File: config.mk
export PLATFORM = sky130hd
export DESIGN_NAME = pes_timestamp_extractor
export DESIGN_NICKNAME = d
export VERILOG_FILES = /design/src/rtl/core/pte_pkg.sv /design/src/rtl/core/pes_timestamp_extractor.sv /design/src/rtl/core/pte_front.sv /design/src/rtl/core/pte_queue.sv /design/src/rtl/core/pte_divider.sv
export SDC_FILE = /design/constraint.sdc
export NUM_CORES = 1
export LEC_CHECK = 0
export BUFFER_PORTS_ARGS = -buffer_cell sky130_fd_sc_hd__buf_2
export CAP_MARGIN = 20
export CORE_MARGIN = 8
export CORE_UTILIZATION = 34
export DETAILED_ROUTE_END_ITERATION = 6
export HOLD_SLACK_MARGIN = 0.03
export PLACE_DENSITY = 0.56
export SLEW_MARGIN = 10
export SYNTH_ARGS = -nofsm -noshare
export SYNTH_HDL_FRONTEND = slang
export SYNTH_SLANG_ARGS = --single-unit
File: constraint.sdc
create_clock -name clk -period 7.4 [get_ports clk]
set_input_delay 1.48 -clock clk [delete_from_list [all_inputs] [get_ports clk]]
set_output_delay 1.48 -clock clk [all_outputs]
set_load 0.02 [all_outputs]
File: src/rtl/core/pte_pkg.sv
`timescale 1ns / 1ps

package pte_pkg;

    // Parse steps of the PES header walker.
    typedef enum logic [3:0] {
        PH_SEARCH     = 4'd0,
        PH_ID         = 4'd1,
        PH_LEN_HI     = 4'd2,
        PH_LEN_LO     = 4'd3,
        PH_STUFF      = 4'd4,
        PH_STD        = 4'd5,
        PH_MP1_PTS    = 4'd6,
        PH_MP2_FLAGS  = 4'd7,
        PH_MP2_HDRLEN = 4'd8,
        PH_MP2_PTS    = 4'd9,
        PH_PTS1       = 4'd10,
        PH_PTS2       = 4'd11,
        PH_PTS3       = 4'd12,
        PH_PTS4       = 4'd13,
        PH_SKIP       = 4'd14,
        PH_DONE       = 4'd15
    } phase_t;

    // One request from the parser to the back end.
    typedef struct packed {
        logic        found;
        logic [32:0] ticks;
    } result_t;

    localparam logic [23:0] START_CODE = 24'h000001;
    localparam logic [7:0]  AUDIO_LO   = 8'hC0;
    localparam logic [7:0]  AUDIO_HI   = 8'hCF;
    localparam logic [7:0]  VIDEO_LO   = 8'hE0;
    localparam logic [7:0]  VIDEO_HI   = 8'hEF;

    // Top two bits of a header byte.
    localparam logic [1:0] HDR_STUFFING = 2'b11;
    localparam logic [1:0] HDR_STD      = 2'b01;
    localparam logic [1:0] HDR_MPEG2    = 2'b10;
    localparam logic [1:0] HDR_MPEG1    = 2'b00;
    localparam logic [2:0] MP2_PTS_MARK = 3'b001;

    // Bytes that must follow the first PTS byte inside the packet.
    localparam logic [16:0] PTS_TAIL = 17'd5;

    // 90000 = 16 * 5625: drop four bits, then multiply the 29-bit rest by
    // ceil(2^42 / 5625) and keep the bits from 42 up. The rounding error stays
    // below one quotient step for every 29-bit dividend.
    localparam int          TICK_SHIFT      = 4;
    localparam logic [29:0] DIV_RECIP       = 30'd781874936;
    localparam int          DIV_RECIP_SHIFT = 42;

    localparam int QUEUE_DEPTH = 4;

endpackage

File: src/rtl/core/pes_timestamp_extractor.sv
// PES timestamp extractor. Takes one byte per clock (byte_valid/byte_stall)
// and finds the first presentation timestamp of each buffer, the buffer end
// being marked by last_in_buffer. It gives one request per buffer on the
// result side: found=1 with the 33-bit PTS in 90 kHz ticks and in whole
// seconds, issued on the last PTS byte, or found=0 with zeros, issued on
// the last byte when the buffer held none. The parser keeps one byte per
// cycle unless stalled; requests pass a four-entry queue into a two-stage
// divide-by-90000 pipeline (an operand register, then a reciprocal multiply
// into the result register), which also delivers one request per cycle
// unless the result side stalls. Requests go from the queue through the
// operand register into the result register. byte_stall rises only while
// the queue is full, which happens only when the result side stalls.
`timescale 1ns / 1ps

module pes_timestamp_extractor
    import pte_pkg::*;
(
    input  logic        clk,
    input  logic        rst_n,
    input  logic        byte_valid,
    output logic        byte_stall,
    input  logic [7:0]  data_byte,
    input  logic        last_in_buffer,
    output logic        result_valid,
    input  logic        result_stall,
    output logic        found,
    output logic [32:0] timestamp_ticks,
    output logic [16:0] timestamp_seconds
);

    logic    byte_fire;
    logic    push;
    result_t push_data;
    logic    queue_full;
    logic    queue_empty;
    logic    pop;
    result_t queue_data;

    assign byte_stall = queue_full;
    assign byte_fire  = byte_valid && !queue_full;

    // Front: header parsing.
    pte_front u_front (
        .clk            (clk),
        .rst_n          (rst_n),
        .byte_fire      (byte_fire),
        .data_byte      (data_byte),
        .last_in_buffer (last_in_buffer),
        .push           (push),
        .push_data      (push_data)
    );

    // Decoupling queue.
    pte_queue u_queue (
        .clk       (clk),
        .rst_n     (rst_n),
        .push      (push),
        .push_data (push_data),
        .full      (queue_full),
        .pop       (pop),
        .pop_data  (queue_data),
        .empty     (queue_empty)
    );

    // Back: seconds conversion and result register.
    pte_divider u_divider (
        .clk               (clk),
        .rst_n             (rst_n),
        .queue_empty       (queue_empty),
        .queue_data        (queue_data),
        .pop               (pop),
        .result_valid      (result_valid),
        .result_stall      (result_stall),
        .found             (found),
        .timestamp_ticks   (timestamp_ticks),
        .timestamp_seconds (timestamp_seconds)
    );

endmodule

File: src/rtl/core/pte_front.sv
`timescale 1ns / 1ps

module pte_front
    import pte_pkg::*;
(
    input  logic        clk,
    input  logic        rst_n,
    input  logic        byte_fire,
    input  logic [7:0]  data_byte,
    input  logic        last_in_buffer,
    output logic        push,
    output result_t     push_data
);

    phase_t      phase_reg, phase_next;
    logic [23:0] window_reg, window_next;
    logic [15:0] offset_reg, offset_next;
    logic [15:0] length_reg, length_next;
    logic [32:0] accum_reg, accum_next;

    logic [23:0] search_win;
    logic [15:0] search_cnt;
    logic        search_hit;
    logic        is_stream_id;
    logic        at_end;
    logic        pts_flag;
    logic        pts_go;
    logic        hit;

    // Shared decode of the current byte.
    always_comb
    begin
        search_win   = {window_reg[15:0], data_byte};
        search_cnt   = (offset_reg < 16'd3) ? offset_reg + 16'd1 : offset_reg;
        search_hit   = (search_cnt >= 16'd3) && (search_win == START_CODE);
        is_stream_id = ((data_byte >= AUDIO_LO) && (data_byte <= AUDIO_HI))
                    || ((data_byte >= VIDEO_LO) && (data_byte <= VIDEO_HI));
        at_end       = offset_reg >= length_reg;
        pts_flag     = (phase_reg == PH_MP2_PTS) ? (data_byte[7:5] == MP2_PTS_MARK)
                                                 : data_byte[5];
        pts_go       = pts_flag && (({1'b0, offset_reg} + PTS_TAIL) < {1'b0, length_reg});
        hit          = (phase_reg == PH_PTS4) && !at_end;
    end

    // Next parse step.
    always_comb
    begin
        phase_next = phase_reg;
        unique case (phase_reg)
            PH_SEARCH:  phase_next = search_hit ? PH_ID : PH_SEARCH;
            PH_ID:      phase_next = is_stream_id ? PH_LEN_HI : PH_SEARCH;
            PH_LEN_HI:  phase_next = PH_LEN_LO;
            PH_LEN_LO:  phase_next = PH_STUFF;
            PH_DONE:    phase_next = PH_DONE;
            PH_STUFF, PH_STD, PH_MP1_PTS, PH_MP2_FLAGS, PH_MP2_HDRLEN, PH_MP2_PTS,
            PH_PTS1, PH_PTS2, PH_PTS3, PH_PTS4, PH_SKIP:
            begin
                if (at_end)
                begin
                    phase_next = PH_SEARCH;
                end
                else
                begin
                    unique case (phase_reg)
                        PH_STUFF:
                        begin
                            unique case (data_byte[7:6])
                                HDR_STUFFING: phase_next = PH_STUFF;
                                HDR_STD:      phase_next = PH_STD;
                                HDR_MPEG2:    phase_next = PH_MP2_FLAGS;
                                HDR_MPEG1:    phase_next = pts_go ? PH_PTS1 : PH_SKIP;
                            endcase
                        end
                        PH_STD:        phase_next = PH_MP1_PTS;
                        PH_MP1_PTS:    phase_next = pts_go ? PH_PTS1 : PH_SKIP;
                        PH_MP2_FLAGS:  phase_next = data_byte[7] ? PH_MP2_HDRLEN : PH_SKIP;
                        PH_MP2_HDRLEN: phase_next = PH_MP2_PTS;
                        PH_MP2_PTS:    phase_next = pts_go ? PH_PTS1 : PH_SKIP;
                        PH_PTS1:       phase_next = PH_PTS2;
                        PH_PTS2:       phase_next = PH_PTS3;
                        PH_PTS3:       phase_next = PH_PTS4;
                        PH_PTS4:       phase_next = PH_DONE;
                        default:       phase_next = PH_SKIP;
                    endcase
                end
            end
        endcase
        if (last_in_buffer)
        begin
            phase_next = PH_SEARCH;
        end
    end

    // Datapath registers and the request toward the back end.
    always_comb
    begin
        window_next = window_reg;
        offset_next = offset_reg;
        length_next = length_reg;
        accum_next  = accum_reg;
        unique case (phase_reg)
            PH_SEARCH:
            begin
                window_next = search_win;
                offset_next = search_cnt;
            end
            PH_ID:
            begin
                if (!is_stream_id)
                begin
                    window_next = '0;
                    offset_next = '0;
                end
            end
            PH_LEN_HI: length_next = {data_byte, 8'h00};
            PH_LEN_LO:
            begin
                length_next = {length_reg[15:8], data_byte};
                offset_next = '0;
            end
            PH_DONE: ;
            default:
            begin
                if (at_end)
                begin
                    // Packet ended: this byte is the first one of a new search.
                    window_next = {16'h0000, data_byte};
                    offset_next = 16'd1;
                end
                else
                begin
                    offset_next = offset_reg + 16'd1;
                    if (((phase_reg == PH_STUFF) && (data_byte[7:6] == HDR_MPEG1))
                        || (phase_reg == PH_MP1_PTS) || (phase_reg == PH_MP2_PTS))
                    begin
                        accum_next = {data_byte[3:1], 30'h0};
                    end
                    else if (phase_reg == PH_PTS1)
                    begin
                        accum_next = accum_reg | {3'b000, data_byte, 22'h0};
                    end
                    else if (phase_reg == PH_PTS2)
                    begin
                        accum_next = accum_reg | {11'h000, data_byte[7:1], 15'h0000};
                    end
                    else if (phase_reg == PH_PTS3)
                    begin
                        accum_next = accum_reg | {18'h00000, data_byte, 7'h00};
                    end
                    else if (phase_reg == PH_PTS4)
                    begin
                        accum_next = accum_reg | {26'h0000000, data_byte[7:1]};
                    end
                end
            end
        endcase
        if (last_in_buffer)
        begin
            window_next = '0;
            offset_next = '0;
            length_next = '0;
            accum_next  = '0;
        end

        push            = byte_fire && (hit || (last_in_buffer && (phase_reg != PH_DONE)));
        push_data.found = hit;
        push_data.ticks = hit ? (accum_reg | {26'h0000000, data_byte[7:1]}) : 33'h0;
    end

    // Parse state advances on every accepted byte.
    always_ff @(posedge clk or negedge rst_n)
    begin
        if (!rst_n)
        begin
            phase_reg  <= PH_SEARCH;
            window_reg <= '0;
            offset_reg <= '0;
            length_reg <= '0;
            accum_reg  <= '0;
        end
        else if (byte_fire)
        begin
            phase_reg  <= phase_next;
            window_reg <= window_next;
            offset_reg <= offset_next;
            length_reg <= length_next;
            accum_reg  <= accum_next;
        end
    end

endmodule

File: src/rtl/core/pte_queue.sv
`timescale 1ns / 1ps

module pte_queue
    import pte_pkg::*;
(
    input  logic    clk,
    input  logic    rst_n,
    input  logic    push,
    input  result_t push_data,
    output logic    full,
    input  logic    pop,
    output result_t pop_data,
    output logic    empty
);

    localparam int PTR_W = $clog2(QUEUE_DEPTH);

    result_t            slot_reg [0:QUEUE_DEPTH-1];
    logic [PTR_W-1:0]   wr_ptr_reg;
    logic [PTR_W-1:0]   rd_ptr_reg;
    logic [PTR_W:0]     count_reg;
    logic               do_push;
    logic               do_pop;

    always_comb
    begin
        full     = count_reg == (PTR_W + 1)'(QUEUE_DEPTH);
        empty    = count_reg == '0;
        do_push  = push && !full;
        do_pop   = pop && !empty;
        pop_data = slot_reg[rd_ptr_reg];
    end

    // Pointers and fill count.
    always_ff @(posedge clk or negedge rst_n)
    begin
        if (!rst_n)
        begin
            wr_ptr_reg <= '0;
            rd_ptr_reg <= '0;
            count_reg  <= '0;
        end
        else
        begin
            if (do_push)
            begin
                wr_ptr_reg <= wr_ptr_reg + 1'b1;
            end
            if (do_pop)
            begin
                rd_ptr_reg <= rd_ptr_reg + 1'b1;
            end
            if (do_push && !do_pop)
            begin
                count_reg <= count_reg + 1'b1;
            end
            else if (do_pop && !do_push)
            begin
                count_reg <= count_reg - 1'b1;
            end
        end
    end

    // Storage needs no reset.
    always_ff @(posedge clk)
    begin
        if (do_push)
        begin
            slot_reg[wr_ptr_reg] <= push_data;
        end
    end

endmodule

File: src/rtl/core/pte_divider.sv
`timescale 1ns / 1ps

module pte_divider
    import pte_pkg::*;
(
    input  logic        clk,
    input  logic        rst_n,
    input  logic        queue_empty,
    input  result_t     queue_data,
    output logic        pop,
    output logic        result_valid,
    input  logic        result_stall,
    output logic        found,
    output logic [32:0] timestamp_ticks,
    output logic [16:0] timestamp_seconds
);

    logic        stage_valid_reg;
    result_t     stage_res_reg;
    logic        out_valid_reg;
    result_t     out_res_reg;
    logic [16:0] out_sec_reg;
    logic [58:0] product;
    logic        advance;

    // The whole pipeline moves unless the result at its end is held.
    assign advance = !(out_valid_reg && result_stall);
    assign pop     = advance && !queue_empty;

    // Seconds: ticks/16 times the scaled reciprocal of 5625, quotient in the top bits.
    assign product = 59'(stage_res_reg.ticks[32:TICK_SHIFT]) * 59'(DIV_RECIP);

    // Valid flags of the operand and result stages.
    always_ff @(posedge clk or negedge rst_n)
    begin
        if (!rst_n)
        begin
            stage_valid_reg <= 1'b0;
            out_valid_reg   <= 1'b0;
        end
        else if (advance)
        begin
            stage_valid_reg <= !queue_empty;
            out_valid_reg   <= stage_valid_reg;
        end
    end

    // Payload registers need no reset.
    always_ff @(posedge clk)
    begin
        if (advance)
        begin
            stage_res_reg <= queue_data;
            out_res_reg   <= stage_res_reg;
            out_sec_reg   <= product[DIV_RECIP_SHIFT +: 17];
        end
    end

    assign result_valid      = out_valid_reg;
    assign found             = out_res_reg.found;
    assign timestamp_ticks   = out_res_reg.ticks;
    assign timestamp_seconds = out_sec_reg;

endmodule

==> metrics.yaml <==
die:
  fp.dieW_um: 304
  num_rows: 105
  initial_core_util_pct: 34.4
  fp.dieArea_um2: 92500
  die_y_um: 304
  core_um2: 82100
  ios: 66
synthesis:
  yosysMostFrequentCell: "inv_1"
  synthFlopType: "edfxtp_1"
  avgSynthCellArea_um2: 11.7
  ys_seq_elements: 315
  synth_area_leaders: "fa_1 (27%), edfxtp_1 (24%), ha_1 (14%)"
  synth_nets: 3129
  synth_area_um2: 28200
  async_flop_share_pct: 29.8
  synth_commonest_cells: "inv_1 (617), fa_1 (385), ha_1 (317)"
  synth_top_cell_area_share_pct: 27.3
  synth_enable_flop_cells: 221
  yosys.area.top_type: "fa_1"
  yosysSeqAreaShare_pct: 31.8
  ys_warn_count: 0
  synthDistinctLibCells: 80
  syn_inst: 2414
clock_tree:
  clock-sinks: 315
  htree_levels: 2
  cts_tree: "yes"
  clk_pin_slew_worst_paths_ns: 0.06
  cts_setup_buffers: 0
  cts_resized: 0
  cts-buffers-inserted: 36
  worstSkewPairLatency_ns: 0.55
  holdBufCountCts: 0
  cts-root-buf: "clkbuf_16"
  cts_buffer_depth: 3
global_route:
  gr-usage-all-layers_pct: 15.4
  antenna_found_initial: 1
  grt_pass1_wl_mm: 111
  grt_max_degree: 65
  overflow: 0
  grt_pass1_vias: 18881
worst_hold_path:
  min_path_type: "register to register"
  min_from: "u_divider.stage_res_reg[33]$_DFFE_PN_"
timing:
  tightestPinTransition_ns: 1.06
  rsz0062_at_grt: "false"
  timing.final.crit_share_pct: 93.3
  finClkSkew_ns: 0.0250
  finalMaxSlewViolations: 0
  finalWorstSetupSlack_ns: 0.499
  setup_viol: 0
  min_period_ns: 6.90
  max_freq_mhz: 145
  hold_violations: 0
  setup_tns_ns: 0
  maxSlewHeadroom_pct: 29.3
final_layout:
  layout-area-overhead-vs-synth_pct: 9.60
  nFillCells: 7973
  nNetsFinal: 3200
  final_area_um2: 30900
  drive_gt1_share_pct: 8.16
  antenna_cells: 0
  largest_register_ffs: 136
  fin_util_pct: 37.7
routing:
  ant_nets: 0
  dr.first_iter.drc_count: 974
  wirelength_mm: 71.6
  avgViaCountPerCell: 4.84
  drc: 2
  vias: 17337
  wl_per_cell_um: 20.0
  dr.pass1.iters: 7
setup_path:
  startpoint_type: "register"
  worstPathMaxFanout: 7
  r2r_end: "u_divider.timestamp_seconds[16]$_DFFE_PN_"
  r2r-start: "u_divider.stage_res_reg[26]$_DFFE_PN_"
  reg2reg_depth: 22
  crit_type: "register to register"
  crit_path_end: "u_divider.timestamp_seconds[16]$_DFFE_PN_"
  crit_path_end_kind: "register"
  r2r_slack_ns: 0.50
  required_ns: 7.70
  startpoint: "u_divider.stage_res_reg[26]$_DFFE_PN_"
  cp_data_arrival_time_ns: 7.20
placed_design:
  port_buffers: 65
  placed_cell_area_um2: 29800
  gp_congestion: 0.980
  place_hpwl_mm: 59.7
  preCtsSetupSlack_ns: 0.425
run_status:
  violations: "DRC"
  status: "finished with violations"
run:
  maxCapViolCount: 0
[metrics by stage]
stage | instances | hold slack [ns]
after floorplan | 2414 | 0.400
after global placement | 3517 | 0.407
after detailed placement | 3517 | 0.407
after CTS | 3582 | 0.416
after global routing | 3582 | 0.427
final | 3582 | 0.414
[how the worst min path moves through the flow]
stage	endpoint	depth (start not counted)
floorplan	u_divider.found$_DFFE_PN_	0
global placement	u_divider.timestamp_ticks[0]$_DFFE_PN_	0
detailed placement	u_divider.found$_DFFE_PN_	0
CTS	u_divider.found$_DFFE_PN_	0
global route	u_divider.found$_DFFE_PN_	0
finish	u_divider.found$_DFFE_PN_	0
[metal layers]
layer / global-route usage, % / wire length [um] / vias to the layer above
met5: 0 / 10 / -
met4: 5.24 / 2500 / 2
met1: 19.3 / 30500 / 8933
met3: 1.61 / 1960 / 92
met2: 27.5 / 36700 / 283
li1: - / - / 8027
[area by class of cell]
cell class                      count  area [um2]  area share, %
Inverter                          617        2320           7.48
Sequential cell                   315        8990           29.1
Tap cell                         1070        1340           4.33
Timing Repair Buffer               89         508           1.64
Clock buffer                       42         933           3.02
Multi-Input combinational cell   1426       16700           53.9
Clock inverter                     23         175          0.566
[critical path, cell delays in order, from the launching register on]
cell	delay [ns]
edfxtp_1	0.65
inv_1	0.27
fa_1	0.58
inv_1	0.07
ha_1	0.32
fa_1	0.54
fa_1	0.45
fa_1	0.50
fa_1	0.48
inv_1	0.05
fa_1	0.48
inv_1	0.04
ha_1	0.32
a21o_1	0.20
a21o_1	0.19
a21oi_1	0.22
nand4b_1	0.22
o2111ai_1	0.26
buf_4	0.17
a21oi_1	0.07
a211o_1	0.32
a21oi_1	0.18
xnor2_1	0.07
[cell families (layout without fill, tap and decap cells)]
logic type / count (synthesis) / count (layout) / synth area share (%)
fa+ha+maj: 702 / 702 / 41.3
flops: 315 / 315 / 31.8
buf+inv: 673 / 771 / 9.10
simple gates: 316 / 316 / 5.74
compound gates: 326 / 326 / 7.74
xor+xnor: 44 / 44 / 1.37
mux: 38 / 38 / 2.86
[cells in the final DEF (no fill, tap or decap), types with 15 or more instances in the layout]
cell type and n:
nor3_1 18, nand2_1 92, inv_1 617, nand3_1 26, mux4_2 34, clkbuf_16 36
o21ai_0 73, dfrtp_1 93, o31ai_1 24, buf_2 64, nand4_1 19, xnor2_1 24
fa_1 385, a21oi_1 67, a21o_1 41, and2_1 30, ha_1 317, a31oi_1 21
edfxtp_1 221, buf_4 25, nor2_1 59, xor2_1 20, a22o_1 15
Power is not shown: default switching activity piles up to over one toggle a cycle in this logic, so the estimate is an artifact.
